$ cat config.mk
export PLATFORM = sky130hd
export DESIGN_NAME = hilbert_curve_index_converter
export DESIGN_NICKNAME = d
export VERILOG_FILES = /design/src/hdl/hcic_pkg.sv /design/src/hdl/hcic_level.sv /design/src/hdl/hilbert_curve_index_converter.sv
export SDC_FILE = /design/constraint.sdc
export NUM_CORES = 2
export LEC_CHECK = 0
export BUFFER_PORTS_ARGS = -buffer_cell sky130_fd_sc_hd__buf_2
export CAP_MARGIN = 40
export CORE_UTILIZATION = 50
export DETAILED_ROUTE_END_ITERATION = 8
export MAX_ROUTING_LAYER = met4
export PLACE_DENSITY = 0.65
export SYNTH_ARGS = -nofsm -noshare
export SYNTH_HDL_FRONTEND = slang
export SYNTH_SLANG_ARGS = --single-unit
$ cat constraint.sdc
create_clock -name clk -period 2.71 [get_ports clk]
set_input_delay 0.271 -clock clk [delete_from_list [all_inputs] [get_ports clk]]
set_output_delay 0.271 -clock clk [all_outputs]
set_load 0.01 [all_outputs]
$ cat src/hdl/hcic_pkg.sv
package hcic_pkg;

  // Direction codes carried by the cmd field
  localparam logic CMD_XY_TO_D = 1'b0;
  localparam logic CMD_D_TO_XY = 1'b1;

  // Configuration register
  localparam int          CFG_W            = 5;
  localparam logic [4:0]  GRID_ORDER_RESET = 5'd8;

  // Fixed field widths
  localparam int COORD_W = 16;
  localparam int DIST_W  = 32;

  // Control that travels with each item down the pipeline
  typedef struct packed {
    logic valid;
    logic cmd;
  } hcic_ctrl_t;

endpackage

$ cat src/hdl/hcic_level.sv
module hcic_level #(
  parameter int N  = 16,
  parameter int K  = 0,
  parameter int OW = 5
) (
  input  logic                clk,
  input  logic                rst,
  input  hcic_pkg::hcic_ctrl_t ctrl_in,
  input  logic [OW-1:0]       order_in,
  input  logic [N-1:0]        x_in,
  input  logic [N-1:0]        y_in,
  input  logic [2*N-1:0]      d_in,
  output hcic_pkg::hcic_ctrl_t ctrl_out,
  output logic [OW-1:0]       order_out,
  output logic [N-1:0]        x_out,
  output logic [N-1:0]        y_out,
  output logic [2*N-1:0]      d_out
);
  import hcic_pkg::*;

  // Coordinates to distance walk levels from the top, distance to coordinates from the bottom
  localparam int XY_LVL = N - 1 - K;
  localparam int DX_LVL = K;
  localparam logic [N-1:0] LOW_MASK = {N{1'b1}} >> (N - DX_LVL);

  logic           xy_rx;
  logic           xy_ry;
  logic           dx_rx;
  logic           dx_ry;
  logic [N-1:0]   x_next;
  logic [N-1:0]   y_next;
  logic [2*N-1:0] d_next;

  // Quadrant bits for this level
  assign xy_rx = x_in[XY_LVL];
  assign xy_ry = y_in[XY_LVL];
  assign dx_rx = d_in[2*DX_LVL+1];
  assign dx_ry = d_in[2*DX_LVL] ^ d_in[2*DX_LVL+1];

  // Apply one level of rotation or reflection
  always_comb begin
    x_next = x_in;
    y_next = y_in;
    d_next = d_in;
    unique case (ctrl_in.cmd)
      CMD_XY_TO_D: begin
        if (order_in > XY_LVL) begin
          d_next[2*XY_LVL +: 2] = {xy_rx, xy_rx ^ xy_ry};
          if (!xy_ry) begin
            if (xy_rx) begin
              x_next = ~y_in;
              y_next = ~x_in;
            end else begin
              x_next = y_in;
              y_next = x_in;
            end
          end
        end
      end
      CMD_D_TO_XY: begin
        if (order_in > DX_LVL) begin
          if (!dx_ry) begin
            if (dx_rx) begin
              x_next = ~y_in & LOW_MASK;
              y_next = ~x_in & LOW_MASK;
            end else begin
              x_next = y_in;
              y_next = x_in;
            end
          end
          x_next[DX_LVL] = dx_rx;
          y_next[DX_LVL] = dx_ry;
        end
      end
      default: begin
        x_next = x_in;
      end
    endcase
  end

  // Advance the valid bit and hold the payload for the next level
  always_ff @(posedge clk) begin
    if (rst) begin
      ctrl_out.valid <= 1'b0;
    end else begin
      ctrl_out.valid <= ctrl_in.valid;
    end
    ctrl_out.cmd <= ctrl_in.cmd;
    order_out    <= order_in;
    x_out        <= x_next;
    y_out        <= y_next;
    d_out        <= d_next;
  end

endmodule

$ cat src/hdl/hilbert_curve_index_converter.sv
// Channel   Signals                          Transfer
// -------   ------------------------------   ------------------------------
// config    cfg_we, cfg_wdata                edge with cfg_we high
// input     start, busy, cmd, x_in, y_in,    edge with start high, busy low
//           d_in
// result    done, d_out, x_out, y_out        edge that ends the done cycle
//
// One item enters per cycle; the result passes through the input register that
// captures at the transfer edge, one pipeline stage per curve level and an
// output stage that sets done.
// Reset clears every valid bit and loads grid_order with 8.
// The receiver cannot stall, so busy stays low and the pipeline never holds.
module hilbert_curve_index_converter #(
  parameter int MAX_ORDER = 16
) (
  input  logic                              clk,
  input  logic                              rst,
  input  logic                              cfg_we,
  input  logic [hcic_pkg::CFG_W-1:0]        cfg_wdata,
  input  logic                              start,
  output logic                              busy,
  input  logic                              cmd,
  input  logic [hcic_pkg::COORD_W-1:0]      x_in,
  input  logic [hcic_pkg::COORD_W-1:0]      y_in,
  input  logic [hcic_pkg::DIST_W-1:0]       d_in,
  output logic                              done,
  output logic [hcic_pkg::DIST_W-1:0]       d_out,
  output logic [hcic_pkg::COORD_W-1:0]      x_out,
  output logic [hcic_pkg::COORD_W-1:0]      y_out
);
  import hcic_pkg::*;

  localparam int N  = MAX_ORDER;
  localparam int DW = 2 * MAX_ORDER;
  localparam int OW = $clog2(MAX_ORDER + 1);

  logic [CFG_W-1:0] grid_order;
  logic [OW-1:0]    eff_order;

  hcic_ctrl_t       ctrl_s  [0:N];
  logic [OW-1:0]    order_s [0:N];
  logic [N-1:0]     x_s     [0:N];
  logic [N-1:0]     y_s     [0:N];
  logic [DW-1:0]    d_s     [0:N];

  // Nothing ever holds the pipeline
  assign busy = 1'b0;

  // Configuration register
  always_ff @(posedge clk) begin
    if (rst) begin
      grid_order <= GRID_ORDER_RESET;
    end else if (cfg_we) begin
      grid_order <= cfg_wdata;
    end
  end

  // Saturate the order at the pipeline depth
  always_comb begin
    if (grid_order > MAX_ORDER) begin
      eff_order = OW'(MAX_ORDER);
    end else begin
      eff_order = OW'(grid_order);
    end
  end

  // Input stage: capture the transfer
  always_ff @(posedge clk) begin
    if (rst) begin
      ctrl_s[0].valid <= 1'b0;
    end else begin
      ctrl_s[0].valid <= start && !busy;
    end
    ctrl_s[0].cmd <= cmd;
    order_s[0]    <= eff_order;
    if (cmd == CMD_D_TO_XY) begin
      x_s[0] <= '0;
      y_s[0] <= '0;
      d_s[0] <= DW'(d_in);
    end else begin
      x_s[0] <= N'(x_in);
      y_s[0] <= N'(y_in);
      d_s[0] <= '0;
    end
  end

  // One stage per curve level
  for (genvar k = 0; k < N; k++) begin : g_level
    hcic_level #(
      .N  (N),
      .K  (k),
      .OW (OW)
    ) u_level (
      .clk       (clk),
      .rst       (rst),
      .ctrl_in   (ctrl_s[k]),
      .order_in  (order_s[k]),
      .x_in      (x_s[k]),
      .y_in      (y_s[k]),
      .d_in      (d_s[k]),
      .ctrl_out  (ctrl_s[k+1]),
      .order_out (order_s[k+1]),
      .x_out     (x_s[k+1]),
      .y_out     (y_s[k+1]),
      .d_out     (d_s[k+1])
    );
  end

  // Output stage: drop the unused fields and strobe the result
  always_ff @(posedge clk) begin
    if (rst) begin
      done <= 1'b0;
    end else begin
      done <= ctrl_s[N].valid;
    end
  end

  always_ff @(posedge clk) begin
    if (ctrl_s[N].cmd == CMD_D_TO_XY) begin
      d_out <= '0;
      x_out <= COORD_W'(x_s[N]);
      y_out <= COORD_W'(y_s[N]);
    end else begin
      d_out <= DIST_W'(d_s[N]);
      x_out <= '0;
      y_out <= '0;
    end
  end

endmodule
* After elaboration in Yosys (flattened, before gate mapping)
Index checks and enable logic that the tools add are counted.
** Cells by class
- Order comparisons :: 33
- Bitwise operators :: 80
- Multiplexer cells :: 256
** Operators by type and width (count)
- 16-bit two-way mux :: 188
- 16-bit case mux with 2 select lines :: 32
- 16-bit inverter :: 32
- 5-bit by 4-bit greater-than comparator with 1-bit output (second input constant) :: 16
- 2-bit two-way mux :: 32
- 15-bit two-way mux :: 4
- 5-bit by 3-bit greater-than comparator with 1-bit output (second input constant) :: 8
- 1-bit bitwise XOR :: 32
- 5-bit by 1-bit greater-than comparator with 1-bit output (second input constant) :: 4
- 5-bit by 2-bit greater-than comparator with 1-bit output (second input constant) :: 4
- 1-bit inverter :: 16
- 5-bit greater-than comparator (second input constant) :: 1
** Word-level totals
- Input port bits :: 74
- Logic and storage cells :: 475
- Output and inout port bits :: 66
- Register bits :: 1272

* Logic depth before layout (Yosys ltp)
- Depth in word-level cells :: 5
- Depth in mapped cells :: 7
- Mapped depth without buffers :: 6

* Modules after synthesis
A second synthesis with hierarchy kept.
** Second synthesis, totals
- Cell total of the unflattened synthesis :: 4602
- Area, all modules :: 48685.4 µm²
** Modules (own cells, without submodules)
- hilbert_curve_index_converter :: sequential area each 2822.7 µm², area each 3868.7 µm², cells each 303, instances 1
- hcic_level (g_level[12].u_level) :: sequential area each 1421.4 µm², area each 3331.9 µm², cells each 372, instances 1
- hcic_level (g_level[5].u_level) :: sequential area each 1421.4 µm², area each 3313.2 µm², cells each 362, instances 1
- hcic_level (g_level[15].u_level) :: sequential area each 1421.4 µm², area each 3194.3 µm², cells each 338, instances 1
- hcic_level (g_level[9].u_level) :: sequential area each 1421.4 µm², area each 2995.4 µm², cells each 253, instances 1
- hcic_level (g_level[14].u_level) :: sequential area each 1421.4 µm², area each 2941.6 µm², cells each 267, instances 1
- hcic_level (g_level[7].u_level) :: sequential area each 1421.4 µm², area each 2935.3 µm², cells each 300, instances 1
- hcic_level (g_level[11].u_level) :: sequential area each 1421.4 µm², area each 2911.5 µm², cells each 265, instances 1
- hcic_level (g_level[8].u_level) :: sequential area each 1421.4 µm², area each 2865.2 µm², cells each 280, instances 1
- hcic_level (g_level[1].u_level) :: sequential area each 1421.4 µm², area each 2842.7 µm², cells each 281, instances 1
- hcic_level (g_level[0].u_level) :: sequential area each 1421.4 µm², area each 2662.6 µm², cells each 251, instances 1
- hcic_level (g_level[6].u_level) :: sequential area each 1421.4 µm², area each 2585.0 µm², cells each 242, instances 1
- hcic_level (g_level[10].u_level) :: sequential area each 1421.4 µm², area each 2537.4 µm², cells each 237, instances 1
- hcic_level (g_level[4].u_level) :: sequential area each 1421.4 µm², area each 2502.4 µm², cells each 223, instances 1
- 3 more rows

* Worst setup path before layout
No wires, ideal clock.
- Path kind :: register -> register
- Start point :: register g_level[10].u_level.order_out[2] (netlist name)
- End point :: register g_level[11].u_level.y_out[10] (netlist name)
- Library setup time :: 119 ps
- Path buffers :: 2
- Data arrival time :: 1890 ps
- Period minus slack after synthesis :: 2009 ps
- Data required time :: 2591 ps
- Slack :: 701 ps
- Cell stages (with the launch flop) :: 7
- Path through :: dfxtp_1 > o21ai_0 > a21oi_1 > buf_1 > buf_2 > mux2_2 > o221a_2
** Between the ends
- Cells in the longest elaborated chain, start to end :: 3
- Elaborated cells on any way between the ends :: 5
- Classes of those cells :: order compare (2); mux (3)
** Ends and longest elaborated chain
- 5-bit by 4-bit greater-than comparator with 1-bit output or 5-bit by 3-bit greater-than comparator with 1-bit output (tied branches) :: RTL line hcic_level.sv:61, hcic_level.sv:47
- 16-bit two-way mux (on tied branches) :: RTL line hcic_level.sv:61, hcic_level.sv:47
- 16-bit case mux with 2 select lines (*) :: RTL line hcic_level.sv:45 : unique case (ctrl_in.cmd)
- via g_level[11].u_level.y_next[10] :: RTL line hcic_level.sv:31 : logic [N-1:0] y_next;
The timed path passes the listed nets; every way through them passes the cells marked *.
A chain may end at the register's enable or synchronous reset.

* Final worst setup path
- Start point :: register order_s[83] (netlist name)
- End point :: register g_level[0].u_level.y_out[4] (netlist name)
** Between the ends
- Cells in the longest elaborated chain, start to end :: 3
- Elaborated cells on any way between the ends :: 5
- Classes of those cells :: order compare (2); mux (3)
** Ends and longest elaborated chain
- start: declaration :: RTL line hilbert_curve_index_converter.sv:41 : logic [OW-1:0] order_s [0:N];
- 5-bit by 1-bit greater-than comparator with 1-bit output or 5-bit by 4-bit greater-than comparator with 1-bit output (tied branches) :: RTL line hcic_level.sv:61, hcic_level.sv:47
- 16-bit two-way mux (on tied branches) :: RTL line hcic_level.sv:61, hcic_level.sv:47
- 16-bit case mux with 2 select lines (*) :: RTL line hcic_level.sv:45
- via g_level[0].u_level.y_next[4] :: RTL line hcic_level.sv:31
Marks and branches as above.

==> flow_metrics.env <==
export IMPL_status="finished, violations left"
export IMPL_violations="DRC"
export IMPL_setup_ws_ns=0.565
export IMPL_io_pins=140
export IMPL_period_share_pct=79.2
export IMPL_yosys_most_used_dff="dfxtp_1"
export IMPL_antenna_left=0
export IMPL_tns_ns=0
export IMPL_yosysUniqueCellTypes=86
export IMPL_crit_required_ns=3.32
export IMPL_clkSinkCount=1272
export IMPL_post_cts_resized=0
export IMPL_grt_setup_unrepaired="no"
export IMPL_first_pass_iters=9
export IMPL_grt_pass1_wl_um=168000
export IMPL_place_ws_ns=0.617
export IMPL_core_area_um2=97000
export IMPL_fin_nets=4937
export IMPL_start_util_pct=50.6
export IMPL_async_flop_share_pct=0
export IMPL_layout_drive_gt1_share_pct=13.3
export IMPL_clock_latency_ns=0.75
export IMPL_root_buffer="clkbuf_16"
export IMPL_wl_per_cell_um=16.7
export IMPL_antenna_found_initial=4
export IMPL_maxSlewViolCount=0
export IMPL_grt_max_degree=66
export IMPL_worstMarginPinSlew_ns=0.900
export IMPL_dp_hpwl_um=68900
export IMPL_critPathLaunchType="register"
export IMPL_postSynthAreaPerCell_um2=10.4
export IMPL_min_from="cmd"
export IMPL_endpoint_kind="register"
export IMPL_cts_tree="done"
export IMPL_ys_seq_area_share_pct=51.9
export IMPL_die_y_um=315
export IMPL_power_density_nw_per_um2=1110
export IMPL_crit_start="order_s[83]$_SDFF_PN0_"
export IMPL_vias_per_cell=5.50
export IMPL_cts_buffers=131
export IMPL_crit_path_max_fanout=26
export IMPL_syn2layout_area_growth_pct=15.3
export IMPL_finalSetupViolCount=0
export IMPL_finalCriticalPeriod_ns=2.15
export IMPL_p_leak_nw=23.0
export IMPL_finalHoldViolCount=0
export IMPL_vdd_ir_drop_worst_uv=583
export IMPL_vias=34200
export IMPL_fmax_mhz=466
export IMPL_remaining_drc_errors=6
export IMPL_clk_pin_slew_ns=0.06
export IMPL_worst_slew_margin_rel_pct=40.0
export IMPL_yosys_warnings=0
export IMPL_chipWidth_um=315
export IMPL_synth_edf_count=0
export IMPL_clockBufferDepth=3
export IMPL_reg2reg_from="order_s[83]$_SDFF_PN0_"
export IMPL_placedCellCount=5895
export IMPL_grt_overflow_total=0
export IMPL_cts_hold_fix_buffers=81
export IMPL_cts_setup_buffers=0
export IMPL_finalWeightedCongestion=0.845
export IMPL_htree_levels=4
export IMPL_num_rows=114
export IMPL_hold_path_class="primary input to register"
export IMPL_io_buffers=138
export IMPL_synth_seq_cells=1272
export IMPL_drv_cap=0
export IMPL_dieArea_um2=99400
export IMPL_track_usage_pct=21.2
export IMPL_syn_area_um2=49100
export IMPL_criticalPathCategory="register to register"
export IMPL_syn_nets=4816
export IMPL_drtIter0Drc=2461
export IMPL_synthCells=4712
export IMPL_grt_pass1_vias=31900
export IMPL_stdcell_count=6218
export IMPL_fin_skew_ns=0.0337
export IMPL_worstPathArrival_ns=2.76
export IMPL_wl_um=104000
==> routing by layer <==
| metal | vias to the layer above | part of all wire (%) | GRT usage (%) |
|---|---|---|---|
| met5 | - | 0 | - |
| met2 | 728 | 47 | 33.6 |
| met3 | 188 | 4.0 | 3.23 |
| li1 | 17000 | - | - |
| met1 | 16300 | 46 | 27.4 |
| met4 | 0 | 2.6 | 7.59 |
==> worst max-delay path, cell delays in order (launching register included) <==
cell,delay (ns)
dfxtp_1,0.31
or4_1,0.55
or2_1,0.36
a31o_1,0.31
buf_8,0.18
a221o_1,0.30
==> synth_stat cells (all sizes together) (11+ instances only) <==
master   instances  share of area [%]
dfxtp         1272                 52
mux2i          338                6.9
xor2           333                5.9
clkbuf         298                2.3
o21ai          205                2.1
nand2          200                1.5
xnor2          192                3.4
a21oi          156                1.6
nor2           146                1.1
nor2b          133                1.7
o211ai         133                2.0
a22oi          117                1.8
inv            115               0.88
nor3           103                1.0
o221ai          86                1.5
buf             80               0.77
a221o           77                1.6
and2            73               0.93
a32oi           66                1.2
nand3           52               0.53
nand2b          51               0.65
mux2            47                1.1
nor3b           35               0.54
o2bb2ai         35               0.62
a211oi          34               0.53
o221a           33               0.76
a31oi           31               0.43
ha              30               0.76
a22o            26               0.46
o22ai           24               0.31
o31ai           24               0.37
and3            19               0.24
a21o            17               0.26
a31o            16               0.29
nor4            11               0.17
==> stage by stage <==
stage          total power, W  cell area [µm²]  utilization (%)  hold WS (ns)
2_1_floorplan          0.0399            49100                -         0.299
3_3_place_gp           0.0438            51100             52.7         0.310
3_5_place_dp           0.0444            51200             52.7         0.312
4_1_cts                0.0634            56600             58.3        0.0530
5_1_grt                0.0668            56600             58.3        0.0872
6_report               0.0629            56600             58.3        0.0714
==> where the power goes <==
group          switching, W  internal [W]
Sequential          0.00486        0.0231
Clock               0.00734        0.0114
Combinational       0.00778       0.00841
==> cell usage in the layout, fill, tap and decap left out, types with 73 or more instances in the layout <==
cell and n:
a21oi_1 149, a221o_1 77, a22oi_1 117, and2_1 73
buf_2 138, buf_4 143, clkbuf_16 133, dfxtp_1 1258
dlygate4sd3_1 81, inv_1 113, mux2i_1 338, nand2_1 200
nor2_1 143, nor2b_1 133, nor3_1 102, o211ai_1 133
o21ai_0 199, o221ai_1 86, xnor2_1 192, xor2_1 333
==> area by class of cell <==
class                           instances  area [µm²]
Clock buffer                          178        3740
Tap cell                             1276        1600
Multi-Input combinational cell       2947       21800
Timing Repair Buffer                  366        2640
Clock inverter                         63         882
Fill cell                            8193       40400
Inverter                              115         432
Sequential cell                      1272       25500
Antenna cell                            1        2.50
==> final timing paths <==
path	depth (start not counted)	slack, ns	end
max reg2reg	5	0.56	g_level[0].u_level.y_out[4]$_DFF_P_
min	2	0.07	ctrl_s[32]$_DFF_P_
min reg2reg	0	0.31	g_level[5].u_level.d_out[23]$_DFF_P_
max	5	0.56	g_level[0].u_level.y_out[4]$_DFF_P_
==> kinds of logic after synthesis <==
kind of cell             after synthesis  share of synthesized area, %
AO/OA/AOI/OAI                       1146                          17.1
XOR/XNOR                             525                          9.37
adder cells (fa/ha/maj)               30                         0.765
buffers and inverters                493                          3.93
flip-flops                          1272                          51.9
multiplexers                         385                          7.97
other                                  1                       0.00764
AND/OR/NAND/NOR                      860                          8.99
==> registers in the layout, summed over array words and instances, names as in the netlist, 16 cells and up <==
name	cells
d_out	32
d_s	32
g_level.u_level.ctrl_out	32
g_level.u_level.d_out	512
g_level.u_level.order_out	75
g_level.u_level.x_out	256
g_level.u_level.y_out	256
x_out	16
x_s	16
y_out	16
y_s	16
Note: power is estimated with default switching activity, not from simulation.
